**src/rtl/core/sacl_set_ram.sv**
```systemverilog
// Single-port-write, single-port-read set memory with a registered read.
module sacl_set_ram #(
   parameter int unsigned DEPTH  = 256,
   parameter int unsigned WIDTH  = 8,
   parameter int unsigned ADDR_W = 8
) (
   input  logic              clock,
   input  logic              wr_en,
   input  logic [ADDR_W-1:0] wr_addr,
   input  logic [WIDTH-1:0]  wr_data,
   input  logic              rd_en,
   input  logic [ADDR_W-1:0] rd_addr,
   output logic [WIDTH-1:0]  rd_data
);

   logic [WIDTH-1:0] mem [DEPTH];
   logic [WIDTH-1:0] rd_data_ff;

   always_ff @(posedge clock) begin
      if (wr_en) begin
         mem[wr_addr] <= wr_data;
      end
   end

   always_ff @(posedge clock) begin
      if (rd_en) begin
         rd_data_ff <= mem[rd_addr];
      end
   end

   assign rd_data = rd_data_ff;

endmodule

```
**config.mk**
```make
export PLATFORM = sky130hd
export DESIGN_NAME = sacl_set_ram
export DESIGN_NICKNAME = d
export VERILOG_FILES = /design/src/rtl/core/sacl_set_ram.sv
export SDC_FILE = /design/constraint.sdc
export NUM_CORES = 2
export LEC_CHECK = 0
export BUFFER_PORTS_ARGS = -buffer_cell sky130_fd_sc_hd__buf_2
export CAP_MARGIN = 20
export CORE_ASPECT_RATIO = 0.75
export CORE_MARGIN = 2
export CORE_UTILIZATION = 60
export DETAILED_ROUTE_END_ITERATION = 8
export PLACE_DENSITY_LB_ADDON = 0.08
export SYNTH_ARGS = -nofsm -noshare
export SYNTH_HDL_FRONTEND = slang
export SYNTH_SLANG_ARGS = --single-unit
export TNS_END_PERCENT = 1
```
**constraint.sdc**
```tcl
create_clock -name clock -period 2.5 [get_ports clock]
set_clock_uncertainty 0.2 [all_clocks]
set_input_delay 0 -clock clock [delete_from_list [all_inputs] [get_ports clock]]
set_output_delay 0 -clock clock [all_outputs]
set_load 0.005 [all_outputs]
```
After elaboration in Yosys (flattened, before gate mapping). Memories as Yosys holds them, arrays and structs flattened. A register that Yosys moved wholly into a read port is not among the register bits. Index checks and enable logic that the tools add are counted.

Memories: 1. Word-level logic and storage cells: 3. RAM bits: 2048. Input bits: 27. Flip-flop bits (word level): 0. Output and inout port bits: 8.

Memory list: mem (words 256, width 8, read ports 1, clocked after memory_dff 1, wr ports 1, RTL line 16) `logic [WIDTH-1:0] mem [DEPTH];`.

Multiplexer cells: 2.

Operator list (count): two-way mux 1 bit (2).

Logic depth before layout (Yosys ltp).
Word-level depth: 2. Depth in mapped cells: 11. Mapped depth without buffers: 6.

Least setup slack after synthesis. Ideal clock, no wire load.

Path type: input to register. From: in rd_addr[0]. To: reg rd_data_ff[2], in the netlist rd_data[2], read port of mem, data pin. Data required time: 2031 ps. Cell stages on the path: 9. Setup time: 269 ps. Path buffers: 4. Data arrival time: 1807 ps. Slack: 224 ps. Cell sequence: buf_6 buf_12 buf_8 buf_2 mux4_2 a22oi_1 a21oi_1 nor4_1 nor4_2.

RTL lines: start: declaration (RTL line 12) `input logic [ADDR_W-1:0] rd_addr,`; end: declaration (RTL line 17) `logic [WIDTH-1:0] rd_data_ff;`.

==> results.sh <==
export IMPL_status="finished with violations"
export IMPL_violations="setup timing"
export IMPL_holdPathEnd="rd_data[5]"
export IMPL_power_density_mw_per_mm2=761
export IMPL_async_flop_share_pct=0
export IMPL_setup_violations=7
export IMPL_dr_total_vias=42400
export IMPL_seq_power_share_pct=53.3
export IMPL_die_area_mm2=0.136
export IMPL_required_ns=2.86
export IMPL_hp_class="in2reg"
export IMPL_grt_usage_pct=31.1
export IMPL_crit_chain="mux4_2, a22oi_1, buf_4, a21oi_1, nor4_1, buf_4, nor4_2"
export IMPL_num_fill_cells=7646
export IMPL_tightestPinTransition_ns=0.914
export IMPL_layout_nets=4505
export IMPL_period_needed_ns=2.61
export IMPL_drc_errors=0
export IMPL_yosysWarningCount=0
export IMPL_clock_sinks=2056
export IMPL_swShare_pct=20.8
export IMPL_ir_drop_v=0.000684
export IMPL_antenna_found_initial=7
export IMPL_wl_per_cell_um=32.3
export IMPL_io_buffers=34
export IMPL_num_rows=115
export IMPL_wl_mm=207
export IMPL_fin_cells=6388
export IMPL_synth_edf_count=2056
export IMPL_die_h_um=320
export IMPL_p_leak_uw=0.0307
export IMPL_hp_start="rd_addr[6]"
export IMPL_grt_ovfl_total=0
export IMPL_timing_rr_start="mem[39][1]"
export IMPL_multiInputGateArea_mm2=0.0167
export IMPL_path_clk_slew_ns=0.07
export IMPL_area_delta_synth_final_pct=17.9
export IMPL_switching_power_uw=14900
export IMPL_syn_area_per_cell_um2=21.3
export IMPL_rsz0062_at_grt="yes"
export IMPL_synth_ff_type="edfxtp_1"
export IMPL_vias_per_cell=6.64
export IMPL_synth_fp_nets=3760
export IMPL_critPathKind="reg2reg"
export IMPL_place_inst=6019
export IMPL_synth_seq_cells=2056
export IMPL_clock_tree_root_cell="clkbuf_16"
export IMPL_max_cap_violations=0
export IMPL_critPathMostFrequentCell="buf_4"
export IMPL_synth_cell_area_mm2=0.0796
export IMPL_startpoint_type="register"
export IMPL_r2r_end="rd_data[1]"
export IMPL_slowest_stage="mux4_2"
export IMPL_final_antenna_net_count=0
export IMPL_grt_pass1_wl_mm=299
export IMPL_slew_violations=0
export IMPL_setup_slack_ns=-0.107
export IMPL_drtIter0Drc=6410
export IMPL_ys_seq_area_share_pct=77.5
export IMPL_max_stage_delay_ns=0.50
export IMPL_drive_gt1_share_pct=33.4
export IMPL_synth_distinct_cells=54
export IMPL_whs_path_depth=7
export IMPL_internal_power_uw=56500
export IMPL_insertion_delay_ns=0.83
export IMPL_start_util_pct=60.6
export IMPL_post_place_ws_ns=-1.06
export IMPL_totalPowerFinal_uw=71400
export IMPL_grt_max_degree=141
export IMPL_cp_top_family="simple AND/OR/NAND/NOR gates"
export IMPL_hold_viol=0
export IMPL_cp_end_kind="register"
export IMPL_r2r_cells=7
export IMPL_core_area_mm2=0.131
export IMPL_fin_crit_sh_pct=104
export IMPL_setup_tns_ns=-0.410
export IMPL_io_pins=35
export IMPL_hpwl_mm=135
export IMPL_place_congestion=0.918
export IMPL_htree_num_levels=4
export IMPL_clkPwrFrac_pct=40.9
export IMPL_postSynthCellCount=3733
export IMPL_whs_ns=0.0551
export IMPL_post_cts_buffers=0
export IMPL_clockBufferDepth=3
export IMPL_reg2reg_slack_ns=-0.11
export IMPL_cts_buffers_inserted=186
export IMPL_seq_area_mm2=0.0617
export IMPL_cp_arrival_ns=2.96
export IMPL_p_comb_share_pct=5.8
export IMPL_achievable_frequency_ghz=0.384
export IMPL_grt_pass1_vias=42400
export IMPL_critPathBufInv=2
export IMPL_crit_fanout=1
export IMPL_dr_pass1_iters=6
export IMPL_max_slew_margin_rel_pct=39.1
export IMPL_cts_tree="yes"
export IMPL_die_w_um=425
-- Yosys cell counts, types with 3 or more instances --
master	count	area share, %
nand2b_1	8	0.063
a21oi_1	96	0.60
buf_2	31	0.19
buf_12	8	0.20
buf_6	21	0.30
o22a_1	5	0.055
o221ai_1	46	0.51
o22ai_1	28	0.22
or2_2	4	0.031
a22oi_1	133	1.3
o211ai_1	10	0.094
and2_1	6	0.047
nor4_1	24	0.19
edfxtp_1	2056	78
a221oi_1	13	0.14
nor3_1	22	0.14
o21ai_0	10	0.063
nand2_1	33	0.16
a211oi_1	16	0.15
clkbuf_1	111	0.52
buf_1	22	0.10
o32ai_1	4	0.044
mux2i_1	134	1.7
buf_8	13	0.25
nor2b_1	31	0.24
nand4_1	10	0.079
buf_4	27	0.25
mux4_2	454	13
nor2_1	282	1.3
nor4_2	3	0.047
a22o_1	8	0.088
nand3_1	34	0.21
-- per-stage QoR --
stage	util (%)	cell area (um^2)
2_1_floorplan	-	79600
3_3_place_gp	66.3	87100
3_5_place_dp	66.3	87100
4_1_cts	71.4	93800
5_1_grt	71.5	93900
6_report	71.5	93900
-- flip-flops by register name, indices dropped and copies added (netlist names) --
name	flops
mem	2048
rd_data	8
-- power groups by stage --
stage,Combinational [uW],Sequential [uW],Clock [uW]
6_report,4140,38100,29200
2_1_floorplan,1850,38800,0
3_5_place_dp,4010,38800,0
5_1_grt,4330,38000,30900
4_1_cts,4090,38100,29600
3_3_place_gp,3920,38800,0
-- layout make-up --
cell class	instances	area share, %
Sequential cell	2056	65.8
Clock inverter	117	1.36
Antenna cell	2	0.00533
Timing Repair Buffer	790	7.43
Tap cell	1755	2.34
Inverter	2	0.00800
Multi-Input combinational cell	1442	17.8
Clock buffer	224	5.27
-- placed cells by master (no fill, tap or decap), types with 5 or more instances in the layout --
| master | n |
|---|---|
| a211oi_1 | 13 |
| nor2_1 | 277 |
| nand2b_1 | 8 |
| buf_2 | 23 |
| buf_4 | 653 |
| clkbuf_8 | 8 |
| nand2_1 | 33 |
| a22oi_1 | 131 |
| bufinv_16 | 27 |
| mux4_2 | 455 |
| clkbuf_1 | 31 |
| a221oi_1 | 9 |
| a221oi_2 | 5 |
| nor4_2 | 12 |
| buf_12 | 77 |
| nand4_1 | 10 |
| clkinv_1 | 39 |
| nor3_1 | 17 |
| mux2i_1 | 134 |
| o21ai_0 | 10 |
| clkbuf_16 | 193 |
| edfxtp_1 | 2056 |
| inv_6 | 5 |
| a22o_1 | 8 |
| o22ai_1 | 27 |
| nor4_1 | 13 |
| clkinv_2 | 36 |
| and2_1 | 6 |
| a21oi_1 | 94 |
| nor2b_1 | 26 |
| o211ai_1 | 10 |
| dlygate4sd3_1 | 26 |
| nand3_1 | 34 |
| o221ai_1 | 44 |
| clkinvlp_4 | 6 |
-- what timing repair did --
action / in CTS / in global routing
hold endpoints to repair: 3313 / 0
endpoints found under the setup margin: 8 / 16
hold buffers: 26 / 0
pin swaps: 13 / 5
gates resized for setup: 23 / 23
-- kinds of logic (layout without fill, tap and decap cells) --
group                  after synthesis  in the layout  share of synthesized area [%]
AOI/OAI and AO/OA                  385            385                           3.42
buffers and inverters              235           1133                           1.83
DFF                               2056           2056                           77.5
muxes                              591            591                           14.6
other                                0              2                              0
and+or+nand+nor                    466            466                           2.63
-- tightest hold or removal path: stages --
cell and delay (ns):
buf_2 0.21, buf_4 0.25, a311oi_1 0.08, o221ai_2 0.07, a211oi_2 0.05, buf_4 0.15
nor4_2 0.12
-- worst max-delay path by stage --
stage	start	to	slack (ns)	cells past startpoint
global placement	rd_addr[0]	rd_data[1]	-1.21	9
global route	mem[136][1]	rd_data[1]	-0.15	6
detailed placement	rd_addr[0]	rd_data[6]	-1.06	10
floorplan	rd_addr[0]	rd_data[2]	0.22	9
finish	mem[39][1]	rd_data[1]	-0.11	7
CTS	mem[136][1]	rd_data[1]	-0.14	6
-- metal layers --
layer,GRT usage [%],up-vias,part of all wire (%)
met1,47.7,22300,40
met3,6.80,339,12
met4,8.97,4,2.9
met5,0,-,0.013
met2,45.8,2579,46
li1,-,17200,-
(Power assumes the default switching activity.)
