$ cat config.mk
export PLATFORM = sky130hd
export DESIGN_NAME = sacl_way_pick
export DESIGN_NICKNAME = d
export VERILOG_FILES = /design/src/rtl/core/sacl_pkg.sv /design/src/rtl/core/sacl_way_pick.sv
export SDC_FILE = /design/constraint.sdc
export NUM_CORES = 1
export LEC_CHECK = 0
export BUFFER_PORTS_ARGS = -buffer_cell sky130_fd_sc_hd__buf_2
export CORE_AREA = 2 2 221 223
export DETAILED_ROUTE_END_ITERATION = 10
export DIE_AREA = 0 0 223 225
export GPL_TIMING_DRIVEN = 0
export PLACE_DENSITY_LB_ADDON = 0.3
export SLEW_MARGIN = 10
export SYNTH_ARGS = -nofsm -noshare
export SYNTH_HDL_FRONTEND = slang
export SYNTH_SLANG_ARGS = --single-unit
$ cat constraint.sdc
create_clock -name vclk -period 10.5
set_clock_uncertainty 0.05 [all_clocks]
set_input_delay 0.525 -clock vclk [all_inputs]
set_output_delay 0.525 -clock vclk [all_outputs]
set_load 0.005 [all_outputs]
$ cat src/rtl/core/sacl_pkg.sv
// Shared types, codes and helpers of the set-associative LRU cache simulator.
package sacl_pkg;

   localparam int unsigned MAX_SETS_DEF  = 256;
   localparam int unsigned MAX_WAYS_DEF  = 8;
   localparam int unsigned TAG_WIDTH_DEF = 32;

   localparam int unsigned SET_BITS_TOP   = 8;
   localparam int unsigned BLOCK_BITS_TOP = 20;
   localparam int unsigned AGE_W          = 32;
   localparam int unsigned TOTAL_W        = 32;
   localparam int unsigned WAY_IDX_W      = 4;
   localparam int unsigned CSR_INDEX_W    = 4;
   localparam int unsigned CSR_DATA_W     = 8;

   typedef logic [CSR_INDEX_W-1:0] csr_index_type;
   typedef logic [CSR_DATA_W-1:0]  csr_data_type;

   localparam csr_index_type CSR_SET_BITS    = 4'd0;
   localparam csr_index_type CSR_BLOCK_BITS  = 4'd1;
   localparam csr_index_type CSR_WAYS_IN_USE = 4'd2;

   typedef enum logic [1:0] {
      CMD_LOAD   = 2'd0,
      CMD_STORE  = 2'd1,
      CMD_MODIFY = 2'd2,
      CMD_INSTR  = 2'd3
   } command_type;

   typedef enum logic [1:0] {
      OUT_HIT   = 2'd0,
      OUT_MISS  = 2'd1,
      OUT_EVICT = 2'd2
   } outcome_type;

   typedef enum logic [1:0] {
      ST_CLEAR,
      ST_IDLE,
      ST_EVAL,
      ST_READ2
   } state_type;

   typedef struct packed {
      command_type command;
      logic [63:0] address;
   } req_payload_type;

   typedef struct packed {
      outcome_type        outcome;
      logic [TOTAL_W-1:0] hit_total;
      logic [TOTAL_W-1:0] miss_total;
      logic [TOTAL_W-1:0] eviction_total;
      logic               last_of_run;
   } rsp_payload_type;

   // Result of the way search: what the access was and which way it lands in.
   typedef struct packed {
      outcome_type          outcome;
      logic [WAY_IDX_W-1:0] way;
   } pick_type;

   function automatic logic [TOTAL_W-1:0] sat_inc(input logic [TOTAL_W-1:0] v);
      sat_inc = (v == '1) ? v : v + 1'b1;
   endfunction

endpackage

$ cat src/rtl/core/sacl_way_pick.sv
// Way search of one set: first free or matching way, else the oldest way.
module sacl_way_pick #(
   parameter int unsigned MAX_WAYS  = 8,
   parameter int unsigned TAG_WIDTH = 32
) (
   input  logic [MAX_WAYS-1:0]                       line_valid,
   input  logic [MAX_WAYS-1:0][TAG_WIDTH-1:0]        line_tag,
   input  logic [MAX_WAYS-1:0][sacl_pkg::AGE_W-1:0]  line_age,
   input  logic [TAG_WIDTH-1:0]                      probe_tag,
   input  logic [4:0]                                ways_eff,
   output sacl_pkg::pick_type                        pick
);
   import sacl_pkg::*;

   localparam int unsigned WAY_W = (MAX_WAYS > 1) ? $clog2(MAX_WAYS) : 1;
   localparam int unsigned LVL   = (MAX_WAYS > 1) ? $clog2(MAX_WAYS) : 0;
   localparam int unsigned NLEAF = 1 << LVL;
   localparam int unsigned NNODE = 2 * NLEAF - 1;

   logic [MAX_WAYS-1:0] in_use;
   logic [MAX_WAYS-1:0] stop;
   logic [AGE_W-1:0]    node_age [NNODE];
   logic [WAY_W-1:0]    node_way [NNODE];
   logic [WAY_W-1:0]    first_way;
   logic                found;

   for (genvar i = 0; i < MAX_WAYS; i++) begin : g_way
      assign in_use[i] = (5'(i) < ways_eff);
      assign stop[i]   = in_use[i] & (~line_valid[i] | (line_tag[i] == probe_tag));
   end

   // Age tree for the victim. Ways out of use sit at the top of the index
   // range and read as the newest possible stamp, so they never win a tie.
   for (genvar i = 0; i < NLEAF; i++) begin : g_leaf
      if (i < MAX_WAYS) begin : g_real
         assign node_age[NLEAF-1+i] = in_use[i] ? line_age[i] : '1;
      end else begin : g_pad
         assign node_age[NLEAF-1+i] = '1;
      end
      assign node_way[NLEAF-1+i] = WAY_W'(i);
   end

   for (genvar k = 0; k + 1 < NLEAF; k++) begin : g_node
      logic take_right;
      assign take_right  = node_age[2*k+2] < node_age[2*k+1];
      assign node_age[k] = take_right ? node_age[2*k+2] : node_age[2*k+1];
      assign node_way[k] = take_right ? node_way[2*k+2] : node_way[2*k+1];
   end

   always_comb begin
      first_way = '0;
      for (int w = MAX_WAYS - 1; w >= 0; w--) begin
         if (stop[w]) begin
            first_way = WAY_W'(w);
         end
      end
      found = |stop;
   end

   always_comb begin
      if (!found) begin
         pick.outcome = OUT_EVICT;
         pick.way     = WAY_IDX_W'(node_way[0]);
      end else if (line_valid[first_way]) begin
         pick.outcome = OUT_HIT;
         pick.way     = WAY_IDX_W'(first_way);
      end else begin
         pick.outcome = OUT_MISS;
         pick.way     = WAY_IDX_W'(first_way);
      end
   end

endmodule

# ---- Yosys cells after proc, flatten, opt, wreduce, memory -nomap -nowiden
# Index checks and enable logic that the tools add are counted.
dict set report word_totals {
  register_bits 0
  input_bits 557
  output_inout_bits 6
  wordCells 82
}
dict set report classes {
  magnitude_cmp 16
  n_eq_ne 8
  n_mux 33
  n_bitwise 24
  n_reduce_logical 1
}
# operator count
set op_table {}
lappend op_table {{two-way mux 32 bit} 14}
lappend op_table {{equality test 32 bit} 8}
lappend op_table {{< comparator 32 bit} 7}
lappend op_table {{two-way mux 3 bit} 11}
lappend op_table {{< comparator 3 x 5 -> 1 bit (first input constant)} 4}
lappend op_table {{< comparator 1 x 5 -> 1 bit (first input constant)} 2}
lappend op_table {{< comparator 2 x 5 -> 1 bit (first input constant)} 2}
lappend op_table {{AND 1 bit} 8}
lappend op_table {{NOT 1 bit} 8}
lappend op_table {{OR 1 bit} 8}
lappend op_table {{OR reduction 8 bit} 1}
lappend op_table {{two-way mux 6 bit} 1}
lappend op_table {{two-way mux 1 bit} 5}
lappend op_table {{two-way mux 5 bit} 1}
lappend op_table {{< comparator 3 x 4 -> 1 bit (second input constant)} 1}
lappend op_table {{binary-select mux 1 bit (select 3 bit)} 1}

# ---- Longest topological paths before layout
dict set report depth {
  depth_word 15
  mapped_depth 38
  mapped_depth_nobuf 33
}

# ---- Worst setup path before layout
# No wires, ideal clock.
dict set report synth_timing {
  path_kind {input port to output port}
  startpoint {input ways_eff[3]}
  endpoint {output pick[0] (netlist bit)}
  arrival_time_ns 7.927
  required_ns 9.925
  setup_slack_ns 1.998
  stages 37
  n_path_buf 5
  path_cell_list {or2_2 a31oi_1 clkbuf_1 buf_1 nor2_1 ha_1 a211oi_1 o211ai_1 a221oi_1 o21ai_0 a211oi_1 clkbuf_1 clkbuf_1 nor3_1 a21oi_1 ha_1 a21oi_1 o21ai_0 a2111oi_0 o211a_1 o21ai_0 a21oi_1 a41oi_1 inv_2 clkbuf_1 o21ai_1 ha_1 a21o_1 a21o_1 a21oi_1 o21ai_0 a311o_1 or3_1 a21oi_1 a31oi_1 and3_1 a21oi_1}
}
# item line
set synth_lines {}
lappend synth_lines {{start: declaration} sacl_way_pick.sv:10} ;# input logic [4:0] ways_eff,
lappend synth_lines {{end: declaration} sacl_way_pick.sv:11} ;# output sacl_pkg::pick_type pick

==> summary.md <==
| Metric | Value |
|---|---|
| Cell Area, Placed | `15,100 um^2` |
| Hold buffer count at CTS | `0` |
| First-pass iteration count of the detailed router | `7` |
| Worst IR Drop VDD | `0.0000373 V` |
| DRC | `0` |
| # IOs | `563` |
| Net Sw Power | `0.888 mW` |
| P per Cell Area | `95.5 nW/um^2` |
| Clock buf count | `0` |
| RSZ-0062 raised after global routing | `no` |
| Fin. max-slew vios | `0` |
| Sw frac | `60.3%` |
| Critical path class | `in2out` |
| Final net count | `3,077` |
| Post-synthesis net count | `2,529` |
| Seq cells | `0` |
| Detailed placement HPWL | `60,600 um` |
| Total wire length | `68,400 um` |
| Hold WC Path Type | `in2out` |
| Fin crit share | `95.3%` |
| Synth top area cells | `ha_1, xor2_1, nor2_1` |
| First DRT Iteration DRCs | `1,037` |
| Status | `completed` |
| Fmax | `99.9 MHz` |
| Sequential cell area | `0 um^2` |
| Final cell count without fillers | `2,926` |
| Distinct cells, synth | `60` |
| Startpoint types | `input port` |
| Final hold violation count | `0` |
| Port bufs | `530` |
| Worst Min Path Start | `line_valid[5]` |
| Vias | `15,100` |
| Final Cell Area | `15,400 um^2` |
| Initial Util | `24.5%` |
| First-pass GRT wire length | `97,100 um` |
| # rows | `80` |
| Power Internal | `0.585 mW` |
| Multi-input logic area | `10,900 um^2` |
| Netlist Area Pre-Place | `11,600 um^2` |
| CP max stage delay | `0.61 ns` |
| Total track usage | `26.1%` |
| Hold Path Stages | `5` |
| Sequential share of power | `0%` |
| Logic pwr share | `100.0%` |
| Via density | `5.18` |
| Fraction of layout cells with a size suffix above 1 | `31.2%` |
| Most common cell in the netlist | `nor2_1` |
| CP max-delay cell | `or4_1` |
| P&R area growth vs syn | `32.6%` |
| Die ar. | `50,200 um^2` |
| Worst-margin pin slew | `0.812 ns` |
| Worst EP required | `9.93 ns` |
| MaxCap Viol Count | `0` |
| Post-synthesis sequential area ratio | `0%` |
| Crit. End Element | `primary output` |
| Most area-hungry cell type in the Yosys netlist | `ha_1` |
| Vert. Die Dim | `225 um` |
| Antenna Nets Post-Route | `0` |
| Final setup viols | `0` |
| Power share of the clock group | `0%` |
| Largest net degree at the start of global routing | `11` |
| Worst Hold Endpoint | `pick[4]` |
| Syn Inst Count | `1,758` |
| WL/cell | `23.4 um` |
| Fillers | `5,258` |
| LEAKAGE | `7.64 nW` |
| Critical Path AT | `9.43 ns` |
| Synth cell count leaders | `nor2_1, ha_1, xor2_1` |
| Synth top area share | `23.0%` |
| Synth Area per Inst | `6.62 um^2` |
| Max_slew headroom | `45.3%` |
| Synth warn | `0` |
| Initial antenna violation count | `19` |
| Max FO, Critical Path | `10` |
| Die X | `223 um` |
| Grt ovf | `0` |
| Placed cells | `2,904` |
| Final min period | `10.01 ns` |
| Core ar. | `47,500 um^2` |
| Vias in the first global route | `15,000` |
| RePlAce Congestion | `0.964` |
| Tot Pwr | `1.47 mW` |
| Core Util, Final | `32.4%` |
## layout make-up
cell class,count,area share [%]
Multi-Input combinational cell,1529,70.5
Tap cell,615,4.99
Timing Repair Buffer,548,18.2
Antenna cell,7,0.114
Inverter,133,3.24
Buffer,94,3.04
## layout by cell type (no fill, tap or decap), drive strengths merged, types with 58 or more instances in the layout
cell type	netlist	layout
a21oi	156	156
buf	39	587
ha	214	214
inv	133	133
mux2	68	68
nand2	72	72
nand4	62	62
nor2	319	319
nor3	73	73
nor4	58	58
o21ai	78	78
xnor2	64	64
xor2	192	192
## power groups by stage
stage	registers (mW)	clock network, mW	logic [mW]
after CTS	0	0	1.44
after detailed placement	0	0	1.41
after floorplan	0	0	0.897
after global placement	0	0	1.38
final	0	0.0000000895	1.47
after global routing	0	0.0000000383	1.64
## how the worst max path moves through the flow
stage | startpoint | to | depth (start not counted)
finish | ways_eff[4] | pick[0] | 39
global route | ways_eff[3] | pick[0] | 41
CTS | ways_eff[1] | pick[0] | 36
detailed placement | ways_eff[2] | pick[1] | 37
global placement | ways_eff[2] | pick[1] | 36
floorplan | ways_eff[3] | pick[0] | 37
## through the flow
step / hold slack [ns] / TNS, ns / setup slack [ns]
after global routing: 1.72 / 0 / 0.0279
after detailed placement: 1.65 / -4.11 / -1.46
final: 1.66 / 0 / 0.491
after CTS: 1.66 / 0 / 0.0593
after global placement: 1.65 / -4.91 / -1.72
after floorplan: 1.34 / 0 / 2.00
## critical path: cells and delay by family
family          cells  cell delay [ns]
compound gates     19             3.56
fa+ha+maj           3             0.96
buf+inv             9             2.01
simple gates        8             2.32
## routing by layer
layer  wire length (um)  share of wire, %  global-route usage (%)  vias up
li1                   -                 -                       -     7283
met1              33000                48                    38.2     7144
met2              30000                44                    42.6      671
met3               4740               6.9                    2.50       45
met4                617              0.90                    1.95        4
met5                 30             0.044                       0        -
## logic make-up after synthesis
group / synth area share [%]
AND/OR/NAND/NOR: 25.0
AO/OA/AOI/OAI: 17.8
XOR/XNOR: 19.3
buffers and inverters: 7.77
adder cells (fa/ha/maj): 23.1
multiplexers: 7.01
other: 0.0322
## repair_timing
| item | in CTS | in global routing |
|---|---|---|
| gates cloned | 0 | 0 |
| setup buffers | 8 | 8 |
| pin swaps | 3 | 2 |
| endpoints found under the setup margin | 3 | 3 |
| resized for setup | 36 | 63 |
Power figures use the tool's default switching activity.
